**src/rtl/lfk_pkg.sv**
```systemverilog
// ----------------------------------------------------------------------------
// lfk_pkg
// Types, widths and constants of the leg forward kinematics unit.
// ----------------------------------------------------------------------------
package lfk_pkg;

   localparam int AW  = 35;  // wide angle before wrap
   localparam int CW  = 34;  // CORDIC x and y
   localparam int ZW  = 34;  // CORDIC residual angle
   localparam int PW  = 52;  // length times sine products
   localparam int XW  = 20;  // rounded x offset
   localparam int QW  = 68;  // hip rotation products
   localparam int DW  = 24;  // rounded y and z offsets
   localparam int SW  = 25;  // sum before saturation
   localparam int OW  = 18;  // output coordinate

   localparam logic signed [AW-1:0] PI_Q30      = 35'sd3373259426;
   localparam logic signed [AW-1:0] TWO_PI_Q30  = 35'sd6746518852;
   localparam logic signed [AW-1:0] HALF_PI_Q30 = 35'sd1686629713;
   localparam logic signed [CW-1:0] GAIN_Q30    = 34'sd652032874;

   localparam logic signed [SW-1:0] SAT_HI = 25'sd131071;
   localparam logic signed [SW-1:0] SAT_LO = -25'sd131072;

   typedef enum logic [2:0] {
      REG_MOUNT_X,
      REG_MOUNT_Y,
      REG_MOUNT_Z,
      REG_RIGHT_SIDE,
      REG_UPPER_LENGTH,
      REG_LOWER_LENGTH,
      REG_LATERAL_OFFSET
   } csr_index_type;

   typedef struct packed {
      logic signed [OW-1:0] mount_x;
      logic signed [OW-1:0] mount_y;
      logic signed [OW-1:0] mount_z;
      logic                 right_side;
      logic [15:0]          upper_length;
      logic [15:0]          lower_length;
      logic [15:0]          lateral_offset;
   } cfg_type;

   typedef struct packed {
      logic signed [CW-1:0] x;
      logic signed [CW-1:0] y;
      logic signed [ZW-1:0] z;
      logic                 flip;
   } lane_type;

   typedef struct packed {
      lane_type hip;
      lane_type thigh;
      lane_type sum;
   } trio_type;

   function automatic logic signed [ZW-1:0] atan_entry(input int idx);
      case (idx)
         0:  return 34'sd843314856;
         1:  return 34'sd497837829;
         2:  return 34'sd263043836;
         3:  return 34'sd133525158;
         4:  return 34'sd67021686;
         5:  return 34'sd33543515;
         6:  return 34'sd16775850;
         7:  return 34'sd8388437;
         8:  return 34'sd4194282;
         9:  return 34'sd2097149;
         10: return 34'sd1048575;
         11: return 34'sd524287;
         12: return 34'sd262143;
         13: return 34'sd131071;
         14: return 34'sd65535;
         15: return 34'sd32767;
         16: return 34'sd16383;
         17: return 34'sd8191;
         18: return 34'sd4095;
         19: return 34'sd2047;
         20: return 34'sd1023;
         21: return 34'sd511;
         22: return 34'sd255;
         23: return 34'sd127;
         default: return '0;
      endcase
   endfunction

   // Wrap into [-pi, pi], then fold into [-pi/2, pi/2] and mark the sign flip.
   function automatic lane_type prep_lane(input logic signed [AW-1:0] a);
      logic signed [AW-1:0] w;
      logic signed [AW-1:0] f;
      lane_type             r;
      if (a > PI_Q30) begin
         w = a - TWO_PI_Q30;
      end else if (a < -PI_Q30) begin
         w = a + TWO_PI_Q30;
      end else begin
         w = a;
      end
      r.flip = 1'b1;
      if (w > HALF_PI_Q30) begin
         f = w - PI_Q30;
      end else if (w < -HALF_PI_Q30) begin
         f = w + PI_Q30;
      end else begin
         f = w;
         r.flip = 1'b0;
      end
      r.x = GAIN_Q30;
      r.y = '0;
      r.z = ZW'(f);
      return r;
   endfunction

   function automatic logic signed [OW-1:0] sat_out(input logic signed [SW-1:0] v);
      if (v > SAT_HI) begin
         return OW'(SAT_HI);
      end else if (v < SAT_LO) begin
         return OW'(SAT_LO);
      end else begin
         return OW'(v);
      end
   endfunction

endpackage

```
**src/rtl/lfk_cordic_cell.sv**
```systemverilog
// ----------------------------------------------------------------------------
// lfk_cordic_cell
// One CORDIC rotation step on the hip, thigh and thigh+calf lanes.
// ----------------------------------------------------------------------------
module lfk_cordic_cell #(
   parameter int STEP = 0
) (
   input  logic              clock,
   input  logic              reset,
   input  logic              up_valid,
   input  lfk_pkg::trio_type up_data,
   input  logic              down_take,
   output logic              valid,
   output lfk_pkg::trio_type data,
   output logic              take
);
   import lfk_pkg::*;

   localparam logic signed [ZW-1:0] ATAN = atan_entry(STEP);

   logic     valid_ff;
   trio_type data_ff;
   trio_type data_in;

   function automatic lane_type rotate(input lane_type a);
      lane_type             r;
      logic signed [CW-1:0] dx;
      logic signed [CW-1:0] dy;
      dx = $signed(a.y) >>> STEP;
      dy = $signed(a.x) >>> STEP;
      r  = a;
      if ($signed(a.z) >= 0) begin
         r.x = a.x - dx;
         r.y = a.y + dy;
         r.z = a.z - ATAN;
      end else begin
         r.x = a.x + dx;
         r.y = a.y - dy;
         r.z = a.z + ATAN;
      end
      return r;
   endfunction

   always_comb begin
      data_in.hip   = rotate(up_data.hip);
      data_in.thigh = rotate(up_data.thigh);
      data_in.sum   = rotate(up_data.sum);
   end

   assign take  = !valid_ff || down_take;
   assign valid = valid_ff;
   assign data  = data_ff;

   always_ff @(posedge clock) begin
      if (reset) begin
         valid_ff <= 1'b0;
      end else if (take) begin
         valid_ff <= up_valid;
      end
   end

   always_ff @(posedge clock) begin
      if (take) begin
         data_ff <= data_in;
      end
   end

endmodule

```
**config.mk**
```make
export PLATFORM = sky130hd
export DESIGN_NAME = lfk_cordic_cell
export DESIGN_NICKNAME = d
export VERILOG_FILES = /design/src/rtl/lfk_pkg.sv /design/src/rtl/lfk_cordic_cell.sv
export SDC_FILE = /design/constraint.sdc
export NUM_CORES = 1
export LEC_CHECK = 0
export BUFFER_PORTS_ARGS = -buffer_cell sky130_fd_sc_hd__buf_2
export CAP_MARGIN = 30
export CORE_ASPECT_RATIO = 0.8
export CORE_UTILIZATION = 50
export CTS_CLUSTER_SIZE = 16
export DETAILED_ROUTE_END_ITERATION = 8
export PLACE_DENSITY = 0.81
export SLEW_MARGIN = 15
export SYNTH_ARGS = -nofsm -noshare
export SYNTH_HDL_FRONTEND = slang
export SYNTH_SLANG_ARGS = --single-unit
```
**constraint.sdc**
```tcl
create_clock -name clock -period 30.4 [get_ports clock]
set_input_delay 6.08 -clock clock [delete_from_list [all_inputs] [get_ports clock]]
set_output_delay 6.08 -clock clock [all_outputs]
set_load 0.05 [all_outputs]
```
==> results.ini, run 1 <==
[clock_network]
cts_sinks=307
path_clk_slew_ns=0.07
cts_buffers=37
cts_setup_buffers=0
cts_resized=0
clkLatencyLatePin_ns=0.58
clock_path_buffers=3
postCtsHoldBufs=0
htreeDepth=2
cts-root-buf=clkbuf_16
cts_tree=yes

[yosys]
yosysTopAreaCell=edfxtp_1
synth_top_family_by_area=compound AO/OA/AOI/OAI gates
yosysMostFrequentCell=a21oi_1
synth_nets=4222
synth.area.top_cells=edfxtp_1, ha_1, a21oi_1, xnor2_1, o21ai_0
synthArstFlopShare_pct=0
syn_avg_cell_area_um2=8.64
synth_cell_types=83
synth_xor_area_share_pct=7.71
yosys_warnings=0
synth_enable_flop_cells=306
netlist_instances=3510
ys.flop_type=edfxtp_1
synth_compound_area_share_pct=24.9
synth_top_area_share_pct=30.3
synthAdderAreaFrac_pct=16.8
syn_area_um2=30300
seq_area_frac_synth_pct=30.4
muxShareOfSynthArea_pct=1.55
ys_ff_latch=307
synth_common_cells=a21oi_1, ha_1, inv_1
synthSimpleGateAreaFrac_pct=12.7

[worst_hold_path]
hp-class=flip-flop to flip-flop
min_path_cells=1

[sta]
max_freq_mhz=76.8
rsz0062_at_grt=no
fin_crit_ns=13.01
tns_ns=0
slew_headroom_pct=37.4
fin_crit_sh_pct=42.8
slew_viol_final=0
setup_viol=0
clock_skew_ns=0.0125
finalHoldViolCount=0
worst_slack_ns=17.39
worst_pin_slew_ns=0.940

[critical_path]
critPathLaunchType=input pin
worst-r2r-cell-count=3
critPathKind=input pin to primary output
slowest_stage=nand2b_4
worstPathRequired_ns=24.32
critPathMaxStageDelay_ns=0.40
crit_path_cell_trace=buf_2 -> nand2b_4 -> buf_2
cp-end-kind=primary output
crit_top_cell=buf_2
crit_arrival_ns=6.93
crit_fanout=24

[floorplan]
num_rows=80
die_area_um2=61600
start_util_pct=50.7
die_y_um=222
die_x_um=277
io_pins=624
core_area_um2=59800

[outcome]
status=finished clean

[placed_design]
placed_cells=4791
dp_slack_ns=17.40
place_congestion=1.00
dp.final_hpwl_um=86500
io_buffers=623

[final_layout]
drive_gt1_share_pct=18.0
fin_util_pct=58.9
fin_nets=4764
final_cells=4876
area_delta_synth_final_pct=16.1

[routing]
ant_nets=0
viasPerCell=6.14
drtPass1Iterations=8
avgRoutedWirePerCell_um=22.2
via_count=29900
routed_wl_um=108000
drt_iter0_markers=3514
drc=0

[power]
vdd_ir_drop_max_mv=0.0461
p_leak_uw=0.0159
p_per_area_nw_per_um2=56.7

[global_routing]
grt_pass1_vias=27300
antenna_found_initial=26
overflow=0
grt_pass1_wl_um=161000
grt_max_degree=80
grt_usage_pct=33.4

[job]
cap_violations=0

==> registers in the layout (all words and copies together) (netlist names) <==
| name | flops |
|---|---|
| data | 306 |
| valid | 1 |
==> cell families after synthesis <==
group | after synthesis
adders and majority gates | 399
AOI/OAI and AO/OA | 1209
muxes | 47
and+or+nand+nor | 804
xor gates and xnor gates | 267
buffers and inverters | 477
DFF | 307
==> cells in the final DEF, fill, tap and decap left out, types with 13 or more instances in the layout <==
| cell type | n |
|---|---|
| buf_2 | 624 |
| a21oi_1 | 454 |
| ha_1 | 387 |
| inv_1 | 321 |
| edfxtp_1 | 306 |
| nor2_1 | 301 |
| o21ai_0 | 247 |
| xnor2_1 | 233 |
| nand2_1 | 142 |
| a21o_1 | 93 |
| o21bai_1 | 78 |
| nor3_1 | 69 |
| nand3_1 | 55 |
| nor4_1 | 48 |
| a211oi_1 | 47 |
| mux2i_1 | 47 |
| o31ai_1 | 39 |
| clkbuf_16 | 37 |
| nand4_1 | 36 |
| o21a_1 | 36 |
| xor2_1 | 34 |
| nor2b_1 | 33 |
| nand2b_1 | 29 |
| a31oi_1 | 26 |
| diode_2 | 23 |
| o211ai_1 | 23 |
| o31a_1 | 22 |
| a21boi_0 | 17 |
| or3_1 | 17 |
| clkinv_1 | 17 |
| a221oi_1 | 14 |
| buf_4 | 14 |
| and3_1 | 13 |
==> worst paths after layout <==
kind / startpoint / endpoint / slack (ns)
hold / removal: valid$_SDFFE_PP0P_ / data[280]$_DFFE_PP_ / 0.90
setup reg to reg: valid$_SDFFE_PP0P_ / data[129]$_DFFE_PP_ / 28.10
hold reg to reg: valid$_SDFFE_PP0P_ / data[280]$_DFFE_PP_ / 0.90
setup / recovery: down_take / take / 17.39
==> area by class of cell <==
| cell class | count | area [um^2] |
|---|---|---|
| Clock inverter | 19 | 190 |
| Fill cell | 5380 | 24600 |
| Inverter | 340 | 1280 |
| Tap cell | 779 | 975 |
| Multi-Input combinational cell | 2726 | 19300 |
| Clock buffer | 42 | 945 |
| Timing Repair Buffer | 640 | 3240 |
| Sequential cell | 307 | 9210 |
| Antenna cell | 23 | 57.6 |
==> per-stage QoR <==
step / cell area (um^2) / power [uW] / hold slack, ns
floorplan: 30300 / 1300 / 6.15
global placement: 34000 / 1540 / 0.885
detailed placement: 34000 / 1550 / 0.903
CTS: 35100 / 1990 / 0.899
global route: 35200 / 2070 / 0.940
finish: 35200 / 1990 / 0.900
==> power by group <==
part	total [uW]	internal, uW	leakage, uW	switching [uW]
clock network	433	235	0.000538	198
registers	614	582	0.00317	32.6
logic	947	253	0.0122	695
total	1990	1070	0.0159	925
==> metal layers <==
layer,routed length (um),up-vias,GRT usage (%)
met5,67,-,0
met4,4290,10,13.7
met3,11400,258,6.13
met2,47100,1751,50.5
met1,45700,14000,47.0
li1,-,13900,-
==> critical path: cells and delay by family <==
family | cells | cell delay, ns
buffers and inverters | 2 | 0.44
and+or+nand+nor | 1 | 0.40
No activity file was read; power rests on OpenSTA's default activity.
==> run 2: changes to the inputs <==
--- a/config.mk
+++ b/config.mk
@@ -11,7 +11,7 @@
 export CORE_UTILIZATION = 50
 export CTS_CLUSTER_SIZE = 16
 export DETAILED_ROUTE_END_ITERATION = 8
-export PLACE_DENSITY = 0.81
+export PLACE_DENSITY = 0.84
 export SLEW_MARGIN = 15
 export SYNTH_ARGS = -nofsm -noshare
 export SYNTH_HDL_FRONTEND = slang
==> constraint.sdc (replaced) <==
create_clock -name clock -period 10.74 [get_ports clock]
set_input_delay 2.148 -clock clock [delete_from_list [all_inputs] [get_ports clock]]
set_output_delay 2.148 -clock clock [all_outputs]
set_load 0.05 [all_outputs]
==> results.ini, run 2 (synthesized netlist as in run 1, its figures left out) <==
[final_layout]
largest_register_ffs=306
area_delta_synth_final_pct=16.2
drive_gt1_share_pct=18.0
final_cells=4879
final_cell_mix=buf_2, a21oi_1, ha_1, inv_1, edfxtp_1
final_common_cell=buf_2
fillCellCount=5298
fin_nets=4761

[sta]
fin_crit_sh_pct=66.3
clock_skew_ns=0.0275
rsz0062_at_grt=no
max_freq_mhz=140
fin_crit_ns=7.12
setup_viol=0
worst_pin_slew_ns=0.935
slew_headroom_pct=36.9
slew_viol_final=0
finalHoldViolCount=0
tns_ns=0
fin_hold_ws_ns=0.888

[placed_design]
place_congestion=1.02
io_buffers=623
dp.final_hpwl_um=86900
placed_cells=4788

[routing]
via_count=30100
drt_iter0_markers=3361
drtPass1Iterations=7
drc=0
ant_nets=0
routed_wl_um=109000
avgRoutedWirePerCell_um=22.3
viasPerCell=6.17

[critical_path]
reg2reg_slack_ns=8.14
critPathLaunchType=input pin
worst-r2r-cell-count=4
reg2reg_from=valid$_SDFFE_PP0P_
cp-end-kind=flip-flop
crit_fanout=69
setup.worst_path.start=up_data[240]
crit_arrival_ns=7.42
critPathKind=input pin to flip-flop
timing.rr.end=data[7]$_DFFE_PP_
worstPathRequired_ns=11.04

[power]
p_comb_share_pct=47.6
sw_frac_of_total_pct=46.5
p_leak_uw=0.0160
vdd_ir_drop_max_mv=0.136
total_power_uw=5660
switching_power_uw=2630
p_clk_share_pct=21.5
p_int_uw=3030
p_per_area_nw_per_um2=161
seq_power_share_pct=30.9

[global_routing]
antenna_found_initial=29
grt_pass1_vias=27700
grt_max_degree=147
grt_pass1_wl_um=163000
grt_usage_pct=33.8
overflow=0

[worst_hold_path]
hold_path_end=valid$_SDFFE_PP0P_
hp-class=flip-flop to flip-flop
hp-start=valid$_SDFFE_PP0P_
min_path_cells=2

[clock_network]
htreeDepth=2
cts_setup_buffers=0
clkLatencyLatePin_ns=0.58
path_clk_slew_ns=0.06
cts_resized=0
cts_sinks=307
postCtsHoldBufs=0
cts-root-buf=clkbuf_16
clock_path_buffers=3
cts_buffers=37
cts_tree=yes

[job]
cap_violations=0

[floorplan]
start_util_pct=50.7
die_area_um2=61600
core_area_um2=59800
num_rows=80
die_x_um=277
io_pins=624
die_y_um=222

[outcome]
status=finished clean

-- run 2: metrics by stage --
step                      util, %  cell area [um^2]  worst slack [ns]
final                        58.9             35200              3.62
after global routing         58.9             35200              3.36
after detailed placement     56.9             34000              3.14
after floorplan                 -             30300              2.42
after global placement       56.9             34000              3.40
after CTS                    58.8             35100              3.71
-- run 2: power groups by stage --
stage | registers (uW) | clock network (uW) | logic [uW]
6_report | 1750 | 1220 | 2700
5_1_grt | 1760 | 1280 | 2830
4_1_cts | 1750 | 1230 | 2650
3_5_place_dp | 1770 | 0 | 2630
3_3_place_gp | 1770 | 0 | 2620
2_1_floorplan | 2650 | 0 | 1020
-- run 2: worst max-delay path by stage --
| stage | depth (start not counted) | end |
|---|---|---|
| 3_5_place_dp | 20 | data[239]$_DFFE_PP_ |
| 3_3_place_gp | 18 | data[136]$_DFFE_PP_ |
| 4_1_cts | 20 | data[239]$_DFFE_PP_ |
| 2_1_floorplan | 1 | take |
| 6_report | 20 | data[239]$_DFFE_PP_ |
| 5_1_grt | 20 | data[239]$_DFFE_PP_ |
-- run 2: routing by layer --
layer	wire length (um)	GRT usage (%)	part of all wire, %	up-vias
met5	100	0	0.092	-
met2	46400	50.5	43	1866
li1	-	-	-	13800
met1	44800	46.5	41	14100
met4	4510	13.2	4.1	16
met3	13000	8.68	12	281
-- run 2: worst max-delay path, stage by stage --
cell      delay (ns)
buf_2           0.12
inv_1           0.10
ha_1            0.15
nor4b_1         0.48
nand4_1         0.19
nor4_1          0.44
and4_1          0.34
nand2b_2        0.16
buf_4           0.61
ha_1            0.43
and3_1          0.21
a221oi_1        0.29
o21ai_0         0.15
a41o_1          0.24
nand3_1         0.08
a21oi_1         0.08
o21ai_0         0.44
o21ai_0         0.26
a221oi_1        0.34
xor2_1          0.12
-- run 2: final cells by class --
class                      count  area, um^2  share of cell area, %
multi-input combinational   2726       19300                   54.8
antenna                       23        57.6                  0.163
inverter                     340        1280                   3.62
timing repair buffer         637        3250                   9.23
sequential                   307        9210                   26.2
tap                          779         975                   2.77
clock inverter                23         184                  0.522
clock buffer                  44         952                   2.70
